File: src/sv/lcdp_pkg.sv
// Package with the types and constants of the display init command list player.
package lcdp_pkg;

  localparam int unsigned ByteW  = 8;
  localparam int unsigned DelayW = 16;

  localparam logic [ByteW-1:0] MARK_BYTE        = 8'hFF;
  localparam logic [ByteW-1:0] DELAY_UNIT_RESET = 8'd10;

  typedef enum logic [1:0] {
    PH_CMD  = 2'd0,
    PH_LEN  = 2'd1,
    PH_DATA = 2'd2
  } phase_t;

  typedef enum logic [1:0] {
    KIND_BYTE  = 2'd0,
    KIND_DELAY = 2'd1,
    KIND_END   = 2'd2
  } kind_t;

endpackage

File: src/sv/lcd_init_command_list_player_unit.sv
// Top level of the display init command list player: decoder and result register.
//
// The block decodes a display initialization list that arrives one byte per
// transaction on the in_ channel (valid/stall). Each entry is a command byte,
// a length byte and that many data bytes; a command of 0xFF followed by 0xFF
// marks the end of the list, and 0xFF followed by any other count is a delay
// request of count times cfg_delay_unit_ms milliseconds.
// Results leave on the out_ channel (valid/stall): a command or data byte with
// its data/command level, a delay request, or an end of list. Length bytes and
// marker bytes produce no result.
// An accepted byte's result is on the outputs in the next cycle; one byte is
// accepted in every cycle unless a stalled result is held. The phase logic and
// the 8x8 delay multiply sit between the input port and the result register.
// When the receiver stalls, the result register holds and in_stall is raised
// only while a held result is waiting; a new byte is taken in the same cycle a
// held result is taken.
// The cfg_ channel writes the delay unit and is always ready.
// Synchronous reset restores the delay unit to 10, returns the decoder to
// expecting a command byte and empties the result register.
module lcd_init_command_list_player_unit
  import lcdp_pkg::*;
(
  input  logic              clk,
  input  logic              rst_n,
  input  logic              in_valid,
  output logic              in_stall,
  input  logic [ByteW-1:0]  in_list_byte,
  output logic              out_valid,
  input  logic              out_stall,
  output logic [1:0]        out_kind,
  output logic [ByteW-1:0]  out_byte,
  output logic              out_is_data,
  output logic [DelayW-1:0] out_delay_ms,
  input  logic              cfg_valid,
  output logic              cfg_ready,
  input  logic [ByteW-1:0]  cfg_delay_unit_ms
);

  phase_t            phase_r, phase_nxt;
  logic              marker_r, marker_nxt;
  logic [ByteW-1:0]  left_r, left_nxt;
  logic [ByteW-1:0]  unit_r;
  logic              out_valid_r, out_valid_nxt;
  kind_t             kind_r, kind_nxt;
  logic [ByteW-1:0]  byte_r, byte_nxt;
  logic              data_r, data_nxt;
  logic [DelayW-1:0] delay_r, delay_nxt;
  logic              accept;
  logic              emit;
  logic [DelayW-1:0] product;

  assign in_stall  = out_valid_r & out_stall;
  assign accept    = in_valid & ~in_stall;
  assign cfg_ready = 1'b1;
  assign product   = {{(DelayW-ByteW){1'b0}}, in_list_byte}
                   * {{(DelayW-ByteW){1'b0}}, unit_r};

  always_ff @(posedge clk) begin
    if (!rst_n) begin
      phase_r     <= PH_CMD;
      marker_r    <= 1'b0;
      left_r      <= '0;
      unit_r      <= DELAY_UNIT_RESET;
      out_valid_r <= 1'b0;
    end else begin
      phase_r     <= phase_nxt;
      marker_r    <= marker_nxt;
      left_r      <= left_nxt;
      out_valid_r <= out_valid_nxt;
      if (cfg_valid && cfg_ready) begin
        unit_r <= cfg_delay_unit_ms;
      end
    end
  end

  always_ff @(posedge clk) begin
    if (accept && emit) begin
      kind_r  <= kind_nxt;
      byte_r  <= byte_nxt;
      data_r  <= data_nxt;
      delay_r <= delay_nxt;
    end
  end

  always_comb begin
    phase_nxt  = phase_r;
    marker_nxt = marker_r;
    left_nxt   = left_r;
    emit       = 1'b0;
    kind_nxt   = KIND_BYTE;
    byte_nxt   = '0;
    data_nxt   = 1'b0;
    delay_nxt  = '0;
    case (phase_r)
      PH_LEN: begin
        phase_nxt = PH_CMD;
        if (marker_r) begin
          marker_nxt = 1'b0;
          emit       = 1'b1;
          if (in_list_byte == MARK_BYTE) begin
            kind_nxt = KIND_END;
          end else begin
            kind_nxt  = KIND_DELAY;
            delay_nxt = product;
          end
        end else begin
          left_nxt = in_list_byte;
          if (in_list_byte != '0) begin
            phase_nxt = PH_DATA;
          end
        end
      end
      PH_DATA: begin
        emit     = 1'b1;
        byte_nxt = in_list_byte;
        data_nxt = 1'b1;
        left_nxt = left_r - {{(ByteW-1){1'b0}}, 1'b1};
        if (left_r == {{(ByteW-1){1'b0}}, 1'b1}) begin
          phase_nxt = PH_CMD;
        end
      end
      default: begin
        phase_nxt = PH_LEN;
        left_nxt  = '0;
        if (in_list_byte == MARK_BYTE) begin
          marker_nxt = 1'b1;
        end else begin
          marker_nxt = 1'b0;
          emit       = 1'b1;
          byte_nxt   = in_list_byte;
        end
      end
    endcase
    if (!accept) begin
      phase_nxt  = phase_r;
      marker_nxt = marker_r;
      left_nxt   = left_r;
    end
    if (accept) begin
      out_valid_nxt = emit | (out_valid_r & out_stall);
    end else begin
      out_valid_nxt = out_valid_r & out_stall;
    end
  end

  assign out_valid    = out_valid_r;
  assign out_kind     = kind_r;
  assign out_byte     = byte_r;
  assign out_is_data  = data_r;
  assign out_delay_ms = delay_r;

`ifndef ASSERT_OFF
  a_data_in_phase: assert property (@(posedge clk) disable iff (!rst_n)
    phase_r == PH_DATA |-> left_r != '0)
    else $error("data phase with no bytes left");

  a_data_is_byte: assert property (@(posedge clk) disable iff (!rst_n)
    out_valid_r && out_is_data |-> kind_r == KIND_BYTE)
    else $error("data flag on a result that is not a byte");

  a_cmd_emits: assert property (@(posedge clk) disable iff (!rst_n)
    accept && phase_r == PH_CMD && in_list_byte != MARK_BYTE |=> out_valid_r)
    else $error("command byte produced no result");

  a_last_data: assert property (@(posedge clk) disable iff (!rst_n)
    accept && phase_r == PH_DATA && left_r == {{(ByteW-1){1'b0}}, 1'b1}
    |=> phase_r == PH_CMD)
    else $error("last data byte did not end the entry");

  a_end_fields: assert property (@(posedge clk) disable iff (!rst_n)
    out_valid_r && kind_r != KIND_DELAY |-> delay_r == '0)
    else $error("delay value on a result that is not a delay");
`endif

endmodule

File: config.mk
export PLATFORM = sky130hd
export DESIGN_NAME = lcd_init_command_list_player_unit
export DESIGN_NICKNAME = d
export VERILOG_FILES = /design/src/sv/lcdp_pkg.sv /design/src/sv/lcd_init_command_list_player_unit.sv
export SDC_FILE = /design/constraint.sdc
export NUM_CORES = 1
export LEC_CHECK = 0
export BUFFER_PORTS_ARGS = -buffer_cell sky130_fd_sc_hd__buf_4
export CAP_MARGIN = 20
export CORE_MARGIN = 2
export CORE_UTILIZATION = 54
export CTS_CLUSTER_DIAMETER = 120
export DETAILED_ROUTE_END_ITERATION = 7
export GPL_TIMING_DRIVEN = 0
export PLACE_DENSITY = 0.87
export SLEW_MARGIN = 20
export SYNTH_ARGS = -nofsm -noshare
export SYNTH_HDL_FRONTEND = slang
export SYNTH_SLANG_ARGS = --single-unit
File: constraint.sdc
create_clock -name clk -period 4.4 [get_ports clk]
set_input_delay 0.44 -clock clk [delete_from_list [all_inputs] [get_ports clk]]
set_output_delay 0.44 -clock clk [all_outputs]
set_load 0.02 [all_outputs]
==> run_results.csv, run 1 <==
group,metric,value,unit
clocking,clk_latency,0.31,ns
synthesis,syn_inst,438,
synthesis,netlist_area,4210,sq um
worst_setup_path,worstPathArrival,4.33,ns
floorplan,die_w,92.3,um
timing,fin_crit_sh,96.6,%
finish,diodes,0,
placement,portBuffers,48,
timing,final.setup.tns,0,ns
worst_setup_path,critPathLaunchType,"flip-flop",
power_and_ir_drop,peakVddDrop,140,uV
synthesis,ys_warn_count,0,
clocking,cts_buffers,5,
synthesis,synth_top_family_by_area,"adder cells",
worst_setup_path,cp-end-kind,"flip-flop",
power_and_ir_drop,p_per_area,292,nW/um^2
finish,stdcell_count,590,
run,maxCapViolCount,0,
worst_setup_path,crit_required,4.48,ns
global_route,track_usage,20.8,%
timing,period_minus_slack,4.25,ns
detailed_routing,routed_wl,8550,um
floorplan,fp-row-count,32,
synthesis,synth_cell_type_count,55,
power_and_ir_drop,p_leak,2.22,nW
synthesis,yosysTopAreaCell,"edfxtp_1",
timing,setup_viol,0,
clocking,cts-root-buf,"clkbuf_8",
worst_setup_path,crit_path_max_incr_delay,0.57,ns
clocking,htreeDepth,2,
worst_setup_path,crit_top_cell,"fa_1",
synthesis,yosysSeqAreaShare,28.8,%
floorplan,core,7650,sq um
placement,place.gp.congestion,0.913,
timing,timing.fmax,235,MHz
detailed_routing,routed-via-count,3285,
worst_setup_path,critPathBufInv,3,
timing,rsz0062_at_grt,"false",
finish,multi_input_area,2700,sq um
synthesis,synth_fa_ha_area_share,29.0,%
finish,syn2layout_area_growth,14.4,%
synthesis,synth_common_cells,"65 x inv_1, 63 x and2_1, 40 x ha_1",
synthesis,synth_compound_area_share,10.1,%
worst_setup_path,path_delay_family,"adder cells",
worst_setup_path,crit_type,"reg2reg",
finish,seqCellArea,1230,sq um
global_route,grt_max_degree,17,
global_route,grt.overflow.total,0,
run_status,outcome,"complete, no violations",
synthesis,synth.top_cell.area_share,19.3,%
clocking,clkSlewWorstSetupHoldPaths,0.10,ns
power_and_ir_drop,total_power,0.00141,W
timing,slew_viol_final,0,
timing,worstMarginPinSlew,0.690,ns
clocking,cts_tree,"done",
synthesis,ys_seq_elements,47,
synthesis,ys_async_sr_fraction,0,%
detailed_routing,drc_errors,0,
synthesis,syn_nets,535,
finish,fin_util,63.0,%
synthesis,yosys-top-cells-area,"edfxtp_1 19%, fa_1 17%, ha_1 12%, dfxtp_1 9.5%, and2_1 9.4%",
placement,dp.cells,589,
floorplan,start_util,55.1,%
worst_setup_path,slowest_stage,"fa_1",
global_route,grt_first_pass_wirelength,14200,um
synthesis,synth.most_common_cell,"inv_1",
detailed_routing,via_per_inst,5.57,
synthesis,synth_ff_type,"edfxtp_1",
clocking,numClockSinks,47,
finish,layout-drive-gt1-share,15.2,%
placement,dpl.hpwl,6770,um
synthesis,synth.mux.area_fraction,2.85,%
synthesis,synth-edff-count,27,
detailed_routing,drt_iter0_drc,213,
synthesis,synth_area_per_cell,9.62,sq um
timing,fin_skew,0.00769,ns
floorplan,die_h,92.3,um
synthesis,synth-simple-area-share,20.4,%
detailed_routing,first_pass_iters,5,
min_path,hp-class,"in2reg",
floorplan,pin_count,51,
detailed_routing,wl_per_cell,14.5,um
synthesis,synth-xor-area-share,1.04,%
worst_setup_path,path_max_fanout,9,
global_route,grt_pass1_vias,3237,
floorplan,dieArea,8520,sq um
detailed_routing,final_antenna_net_count,0,
finish,fillers,618,
worst_setup_path,path_cells,"nand2_1 -> fa_1 -> fa_1 -> inv_1 -> fa_1 -> inv_1 -> fa_1 -> inv_1 -> ha_1 -> o21a_1 -> o31a_1 -> o31a_1 -> o22a_1 -> mux2i_1",
global_route,antenna_found_initial,0,
finish,final_nets,584,
timing,relSlewSlack,54.0,%
clocking,clock_path_buffers,2,
timing,finalHoldViolCount,0,
layout make-up:
| cell class | instances | share of cell area, % |
|---|---|---|
| Clock buffer | 5 | 1.43 |
| Tap cell | 102 | 2.65 |
| Clock inverter | 3 | 0.415 |
| Multi-Input combinational cell | 307 | 56.0 |
| Sequential cell | 47 | 25.4 |
| Buffer | 10 | 1.04 |
| Timing Repair Buffer | 50 | 7.87 |
| Inverter | 66 | 5.14 |
layout by cell type (no fill, tap or decap), types with 2 or more instances in the layout:
master     count
buf_4         50
nor2b_1       14
o21a_1         6
nand2_1       26
a22oi_1        5
mux2i_1       12
o21ai_0        7
buf_6          2
inv_1         65
or3_1          3
a21o_1         2
fa_1          36
o31a_1         2
o2111ai_1      2
nor2_1        12
a32oi_1        2
dfxtp_4        3
nor4_1         3
clkbuf_1       7
a22o_1         3
nor3_1        10
and3_1         2
o21ai_1        2
ha_1          40
xor2_1         5
clkbuf_8       5
nand3_1        5
nor3b_1        2
dfxtp_2        3
a21boi_0       2
dfxtp_1       14
a211oi_1       5
nand4_1        4
edfxtp_1      27
a21oi_1       10
o211ai_1       2
and2_1        63
state kept, by name (all words and copies together), names as in the netlist:
register,count
unit_r,8
out_byte,8
out_delay_ms,16
phase_r,2
left_r,8
out_is_data,1
out_valid,1
marker_r,1
out_kind,2
worst paths after layout:
kind | startpoint | end | slack (ns) | depth (start not counted)
worst min register to register | phase_r[1]$_SDFFE_PN0P_ | phase_r[1]$_SDFFE_PN0P_ | 0.51 | 2
worst min-delay path | cfg_delay_unit_ms[3] | unit_r[3]$_SDFFE_PN1P_ | 0.35 | 3
worst max-delay path | unit_r[7]$_SDFFE_PN0P_ | out_delay_ms[15]$_SDFFCE_PP0P_ | 0.15 | 14
worst max register to register | unit_r[7]$_SDFFE_PN0P_ | out_delay_ms[15]$_SDFFCE_PP0P_ | 0.15 | 14
per-layer routing:
metal  vias to the layer above  wire length, um  global-route usage [%]
met5                         -                0                       0
met4                         0              171                    7.34
met1                      1600             3540                    25.5
li1                       1560                -                       -
met3                        20              456                    3.82
met2                       105             4390                    36.7
stage by stage:
| step | cell area (sq um) | hold slack (ns) | setup slack (ns) |
|---|---|---|---|
| 2_1_floorplan | 4210 | 0.455 | 0.0770 |
| 3_3_place_gp | 4700 | 0.465 | -0.388 |
| 3_5_place_dp | 4730 | 0.487 | -0.407 |
| 4_1_cts | 4790 | 0.348 | 0.0145 |
| 5_1_grt | 4820 | 0.368 | 0.0114 |
| 6_report | 4820 | 0.349 | 0.149 |
where the power goes:
| part | internal, W | switching (W) | leakage [nW] |
|---|---|---|---|
| clock | 0.000111 | 0.000158 | 0.0418 |
| sequential | 0.000499 | 0.0000184 | 0.432 |
| combinational | 0.000259 | 0.000362 | 1.74 |
| total | 0.000869 | 0.000539 | 2.22 |
worst register-to-register path, cell delays in order (launching register included):
cell	delay [ns]
dfxtp_4	0.40
nand2_1	0.10
fa_1	0.52
fa_1	0.55
inv_1	0.06
fa_1	0.57
inv_1	0.07
fa_1	0.53
inv_1	0.04
ha_1	0.33
o21a_1	0.12
o31a_1	0.15
o31a_1	0.27
o22a_1	0.20
mux2i_1	0.12
cell families after synthesis:
group	count (synthesis)
other	1
adder cells (fa/ha/maj)	76
XOR/XNOR	5
flip-flops	47
AND/OR/NAND/NOR	152
buffers and inverters	84
multiplexers	12
AO/OA/AOI/OAI	61
repair_timing:
item	in CTS	in global routing
endpoints found under the setup margin	4	7
hold buffers	0	0
setup buffers	0	1
endpoints found under the hold margin	0	0
resized for setup	1	10
No activity file was read; power rests on OpenSTA's default activity.
==> inputs of run 2 (changes only) <==
--- a/config.mk
+++ b/config.mk
@@ -5,14 +5,16 @@
 export SDC_FILE = /design/constraint.sdc
 export NUM_CORES = 1
 export LEC_CHECK = 0
-export BUFFER_PORTS_ARGS = -buffer_cell sky130_fd_sc_hd__buf_4
 export CAP_MARGIN = 20
+export CELL_PAD_IN_SITES_DETAIL_PLACEMENT = 0
+export CELL_PAD_IN_SITES_GLOBAL_PLACEMENT = 1
 export CORE_MARGIN = 2
-export CORE_UTILIZATION = 54
+export CORE_UTILIZATION = 45
 export CTS_CLUSTER_DIAMETER = 120
 export DETAILED_ROUTE_END_ITERATION = 7
+export DONT_BUFFER_PORTS = 1
 export GPL_TIMING_DRIVEN = 0
-export PLACE_DENSITY = 0.87
+export PLACE_DENSITY = 0.86
 export SLEW_MARGIN = 20
 export SYNTH_ARGS = -nofsm -noshare
 export SYNTH_HDL_FRONTEND = slang
==> run 2 against run 1 <==
Sequential share of layout area rose by 1.6 points. Core utilization shrank 13 points. Clock-buffer cell count unchanged. Combinational power shrank 13%. Highest routed layer unchanged.
==> run_results.csv, run 2 (synthesized netlist as in run 1, its figures left out) <==
group,metric,value,unit
run_status,outcome,"complete, no violations",
power_and_ir_drop,p_seq_share,38.4,%
power_and_ir_drop,netSwitchingPower,0.000544,W
timing,period_minus_slack,4.20,ns
global_route,grt_pass1_vias,3062,
timing,fin_crit_sh,95.4,%
clocking,htreeDepth,2,
finish,final_common_cell,"inv_1",
floorplan,core,9150,sq um
global_route,grt.overflow.total,0,
worst_setup_path,worstPathArrival,4.27,ns
clocking,clkSlewWorstSetupHoldPaths,0.10,ns
power_and_ir_drop,p_int,0.000894,W
placement,place.gp.congestion,0.887,
detailed_routing,via_per_inst,5.51,
detailed_routing,wl_per_cell,15.7,um
power_and_ir_drop,clkPwrFrac,23.9,%
worst_setup_path,endpoint,"out_delay_ms[15]$_SDFFCE_PP0P_",
worst_setup_path,r2r_start,"unit_r[7]$_SDFFE_PN0P_",
clocking,numClockSinks,47,
timing,relSlewSlack,46.5,%
finish,multi_input_area,2710,sq um
worst_setup_path,rrSetupSlack,0.20,ns
floorplan,pin_count,51,
clocking,cts_buffers,5,
clocking,clk_latency,0.31,ns
worst_setup_path,crit_required,4.48,ns
global_route,antenna_found_initial,0,
power_and_ir_drop,p_per_area,317,nW/um^2
power_and_ir_drop,power_switching_share,37.8,%
finish,final_cell_mix,"65 x inv_1, 63 x and2_1, 39 x ha_1, 36 x fa_1, 27 x edfxtp_1",
worst_setup_path,crit_path_max_incr_delay,0.55,ns
min_path,hp-class,"in2reg",
finish,postLayoutCellArea,4530,sq um
placement,dpl.hpwl,6620,um
worst_setup_path,critPathLaunchType,"flip-flop",
clocking,clock_path_buffers,2,
finish,stdcell_count,558,
worst_setup_path,worstRegToRegCells,14,
detailed_routing,routed_wl,8760,um
worst_setup_path,path_cells,"nand2_1 -> fa_1 -> fa_1 -> inv_1 -> fa_1 -> inv_1 -> fa_1 -> inv_1 -> ha_1 -> o21a_1 -> o31a_1 -> o31a_1 -> o22a_1 -> mux2i_1",
finish,diodes,0,
global_route,track_usage,18.3,%
worst_setup_path,crit_type,"reg2reg",
floorplan,die_w,101,um
timing,slew_viol_final,0,
detailed_routing,drt_iter0_drc,146,
timing,setup_viol,0,
detailed_routing,routed-via-count,3075,
clocking,cts_tree,"done",
worst_setup_path,path_max_fanout,9,
finish,fin_util,49.5,%
worst_setup_path,rr_endpoint,"out_delay_ms[15]$_SDFFCE_PP0P_",
finish,layout-drive-gt1-share,8.05,%
floorplan,dieArea,10100,sq um
placement,dp.cells,550,
global_route,use_met2,30.4,%
clocking,cts-root-buf,"clkbuf_8",
global_route,grt_util_met1,24.4,%
worst_setup_path,crit_path_start,"unit_r[7]$_SDFFE_PN0P_",
worst_setup_path,cp-end-kind,"flip-flop",
global_route,grt_max_degree,17,
power_and_ir_drop,peakVddDrop,218,uV
power_and_ir_drop,total_power,0.00144,W
finish,largest_reg_flops,16,
timing,timing.fmax,238,MHz
detailed_routing,first_pass_iters,4,
run,maxCapViolCount,0,
worst_setup_path,slowest_stage,"fa_1",
detailed_routing,drc_errors,0,
worst_setup_path,crit_top_cell,"fa_1",
global_route,top_usage_layer,"met2",
floorplan,fp-row-count,35,
floorplan,start_util,46.0,%
global_route,use_met3,2.91,%
placement,portBuffers,0,
min_path,hold_depth,2,
timing,finalHoldViolCount,0,
detailed_routing,final_antenna_net_count,0,
finish,final_nets,543,
finish,seqCellArea,1220,sq um
floorplan,die_h,101,um
global_route,grt_first_pass_wirelength,14600,um
timing,worstMarginPinSlew,0.802,ns
power_and_ir_drop,combPwrFrac,37.6,%
clocking,cts_hold_buffers,0,
finish,syn2layout_area_growth,7.61,%
power_and_ir_drop,p_leak,2.02,nW
timing,fin_skew,0.00727,ns
timing,rsz0062_at_grt,"false",
finish,fillers,855,
placement,place_area,4380,sq um
run 2: cell type report:
class | count | share of cell area (%)
Inverter | 66 | 5.47
Buffer | 18 | 1.99
Clock buffer | 5 | 1.52
Tap cell | 111 | 3.06
Multi-Input combinational cell | 307 | 59.7
Timing Repair Buffer | 1 | 0.248
Clock inverter | 3 | 1.02
Sequential cell | 47 | 27.0
run 2: power groups by stage:
stage	Sequential, W	Combinational [W]	Clock (W)
final	0.000553	0.000541	0.000344
after global routing	0.000557	0.000633	0.000367
after CTS	0.000553	0.000535	0.000351
after detailed placement	0.000563	0.000528	0
after global placement	0.000565	0.000513	0
after floorplan	0.000555	0.000424	0
run 2: metrics by stage:
stage | setup TNS, ns | hold WS [ns] | setup WS, ns
global route | 0 | 0.266 | 0.00709
CTS | 0 | 0.251 | 0.00924
global placement | -10.93 | 0.464 | -0.350
detailed placement | -1.82 | 0.485 | -0.385
finish | 0 | 0.257 | 0.202
floorplan | 0 | 0.455 | 0.0770
run 2: how the worst min path moves through the flow:
| stage | start | endpoint | slack [ns] |
|---|---|---|---|
| 6_report | cfg_delay_unit_ms[3] | unit_r[3]$_SDFFE_PN1P_ | 0.26 |
| 5_1_grt | cfg_delay_unit_ms[3] | unit_r[3]$_SDFFE_PN1P_ | 0.27 |
| 4_1_cts | cfg_delay_unit_ms[3] | unit_r[3]$_SDFFE_PN1P_ | 0.25 |
| 3_5_place_dp | phase_r[0]$_SDFFE_PN0P_ | phase_r[0]$_SDFFE_PN0P_ | 0.49 |
| 3_3_place_gp | phase_r[1]$_SDFFE_PN0P_ | phase_r[1]$_SDFFE_PN0P_ | 0.46 |
| 2_1_floorplan | phase_r[1]$_SDFFE_PN0P_ | phase_r[1]$_SDFFE_PN0P_ | 0.45 |
run 2: metal layers:
layer,part of all wire (%),vias to the layer above
met3,4.0,13
li1,-,1475
met5,0,-
met4,2.0,0
met1,44,1511
met2,50,76
run 2: timing repair:
action,4_1_cts,5_1_grt
endpoints found under the setup margin,2,7
setup buffers,0,0
gates cloned,0,0
gates resized for setup,3,22
run 2: worst max-delay path: cells and delay by family, from the launching register on:
family                     cells  cell delay (ns)
AOI/OAI and AO/OA              4             0.75
adders and majority gates      5             2.45
buffers and inverters          3             0.15
DFF                            1             0.40
muxes                          1             0.12
and+or+nand+nor                1             0.08
==> inputs of run 3 (changes only) <==
--- a/config.mk
+++ b/config.mk
@@ -9,13 +9,12 @@
 export CELL_PAD_IN_SITES_DETAIL_PLACEMENT = 0
 export CELL_PAD_IN_SITES_GLOBAL_PLACEMENT = 1
 export CORE_MARGIN = 2
-export CORE_UTILIZATION = 45
+export CORE_UTILIZATION = 50
 export CTS_CLUSTER_DIAMETER = 120
 export DETAILED_ROUTE_END_ITERATION = 7
 export DONT_BUFFER_PORTS = 1
 export GPL_TIMING_DRIVEN = 0
-export PLACE_DENSITY = 0.86
-export SLEW_MARGIN = 20
+export PLACE_DENSITY = 0.9
 export SYNTH_ARGS = -nofsm -noshare
 export SYNTH_HDL_FRONTEND = slang
 export SYNTH_SLANG_ARGS = --single-unit
==> constraint.sdc (replaced) <==
create_clock -name clk -period 4.2 [get_ports clk]
set_input_delay 0.42 -clock clk [delete_from_list [all_inputs] [get_ports clk]]
set_output_delay 0.42 -clock clk [all_outputs]
set_load 0.02 [all_outputs]
==> run 3 against run 2 <==
Worst hold slack worse by 0.0093 ns. Sequential share of layout area fell by 0.80 points. Final area rose by 3.9%. Flip-flop and latch count did not move. Die area is 9.6% lower. Routed wire length rose by 2.4%. First-iteration DRC count grew 23%. Maximum frequency rose by 2.9%. Core utilization up 8.1 points. Combinational power rose by 24%. Power up 6.0%.
==> run_results.csv, run 3 (synthesized netlist as in run 1, its figures left out) <==
group,metric,value,unit
detailed_routing,wl_per_cell,15.9,um
clocking,cts_hold_buffers,0,
finish,layout-drive-gt1-share,14.1,%
clocking,cts_tree,"done",
timing,fin_skew,0.00973,ns
placement,dp.cells,544,
clocking,clock_path_buffers,2,
detailed_routing,drc_errors,0,
detailed_routing,drt_iter0_drc,180,
finish,fin_util,57.6,%
detailed_routing,first_pass_iters,4,
clocking,htreeDepth,2,
worst_setup_path,path_max_fanout,5,
finish,final_common_cell,"and2_1",
global_route,track_usage,20.1,%
detailed_routing,final_antenna_net_count,0,
power_and_ir_drop,p_per_area,324,nW/um^2
global_route,grt_max_degree,21,
floorplan,fp-row-count,33,
clocking,cts-root-buf,"clkbuf_8",
timing,timing.fmax,245,MHz
detailed_routing,via_per_inst,5.56,
floorplan,die_h,95.8,um
worst_setup_path,critPathLaunchType,"flip-flop",
floorplan,pin_count,51,
finish,final_cell_mix,"63 x and2_1, 62 x inv_1, 34 x fa_1, 33 x ha_1, 27 x edfxtp_1",
worst_setup_path,crit_type,"reg2reg",
floorplan,die_w,95.8,um
detailed_routing,routed_wl,8970,um
power_and_ir_drop,p_leak,2.08,nW
finish,syn2layout_area_growth,11.8,%
global_route,grt_pass1_vias,3003,
run_status,outcome,"complete, no violations",
floorplan,core,8180,sq um
finish,stdcell_count,566,
global_route,grt.overflow.total,0,
clocking,cts_buffers,5,
finish,multi_input_area,2790,sq um
timing,slew_viol_final,0,
worst_setup_path,crit_required,4.25,ns
timing,setup_viol,0,
floorplan,start_util,51.5,%
placement,dpl.hpwl,6730,um
finish,fillers,715,
finish,diodes,0,
timing,period_minus_slack,4.08,ns
min_path,hp-class,"in2reg",
floorplan,dieArea,9170,sq um
worst_setup_path,cp-end-kind,"flip-flop",
clocking,numClockSinks,47,
global_route,antenna_found_initial,0,
global_route,grt_first_pass_wirelength,14400,um
clocking,clk_latency,0.31,ns
run,maxCapViolCount,0,
timing,relSlewSlack,57.9,%
timing,worstMarginPinSlew,0.632,ns
finish,final_nets,557,
finish,largest_reg_flops,16,
placement,place.gp.congestion,0.859,
power_and_ir_drop,peakVddDrop,156,uV
timing,finalHoldViolCount,0,
placement,portBuffers,0,
detailed_routing,routed-via-count,3146,
timing,fin_crit_sh,97.1,%
worst_setup_path,worstPathArrival,4.13,ns
finish,seqCellArea,1230,sq um
clocking,clkSlewWorstSetupHoldPaths,0.09,ns
run 3: cell count changes in the layout (fill, tap and decap cells not counted), sizes merged:
cell      delta
buf         +15
bufinv       -1
clkinv       +2
inv          -1
clkinvlp     -1
run 3: where the power goes:
| part | internal, W | switching (W) | total, W |
|---|---|---|---|
| Sequential | 0.000524 | 0.0000503 | 0.000575 |
| Clock | 0.000118 | 0.000163 | 0.000281 |
| Combinational | 0.000299 | 0.000370 | 0.000669 |
| Total | 0.000941 | 0.000583 | 0.00152 |
run 3: cell type report:
class	instances	area share, %
Sequential cell	47	26.2
Clock buffer	6	1.54
Buffer	18	1.91
Inverter	66	5.26
Tap cell	105	2.79
Clock inverter	2	0.292
Multi-Input combinational cell	307	59.2
Timing Repair Buffer	15	2.79
run 3: path summary, 6_finish.rpt:
kind                                                  endpoint               startpoint  slack (ns)  cells after the start
worst min-delay path                    unit_r[3]$_SDFFE_PN1P_     cfg_delay_unit_ms[3]        0.25                      2
worst min register to register         phase_r[0]$_SDFFE_PN0P_  phase_r[0]$_SDFFE_PN0P_        0.49                      2
worst max register to register  out_delay_ms[15]$_SDFFCE_PP0P_   unit_r[2]$_SDFFE_PN0P_        0.12                     14
worst max-delay path            out_delay_ms[15]$_SDFFCE_PP0P_   unit_r[2]$_SDFFE_PN0P_        0.12                     14
run 3: what timing repair did:
item,in CTS,in global routing
endpoints found under the setup margin,5,7
pin swaps,0,20
gates resized for setup,8,36
buffers inserted,0,14
run 3: per-stage QoR:
stage / setup slack, ns / hold WS, ns / TNS [ns] / total power [W] / instance area (sq um)
after floorplan: 0.0333 / 0.455 / 0 / 0.00105 / 4250
after global placement: -0.339 / 0.469 / -10.91 / 0.00116 / 4380
after detailed placement: -0.392 / 0.479 / -1.98 / 0.00118 / 4410
after CTS: 0.00153 / 0.243 / 0 / 0.00146 / 4510
after global routing: -0.00907 / 0.250 / -0.00907 / 0.00165 / 4710
final: 0.121 / 0.247 / 0 / 0.00152 / 4710
run 3: layer usage:
metal | up-vias | track usage (%) | routed length (um)
li1 | 1509 | - | -
met1 | 1546 | 27.9 | 4070
met2 | 75 | 33.1 | 4420
met3 | 16 | 3.37 | 332
met4 | 0 | 4.29 | 150
met5 | - | 0 | 0
run 3: worst max-delay path: stages (launching register included):
cell and delay [ns]:
dfxtp_4 0.37, buf_4 0.14, and2_1 0.15, fa_2 0.38, fa_1 0.54, inv_1 0.05, fa_1 0.47, fa_1 0.50
inv_2 0.05, ha_4 0.24, o21a_1 0.16, o31a_1 0.16, o31a_1 0.32, o22a_1 0.18, mux2i_1 0.13
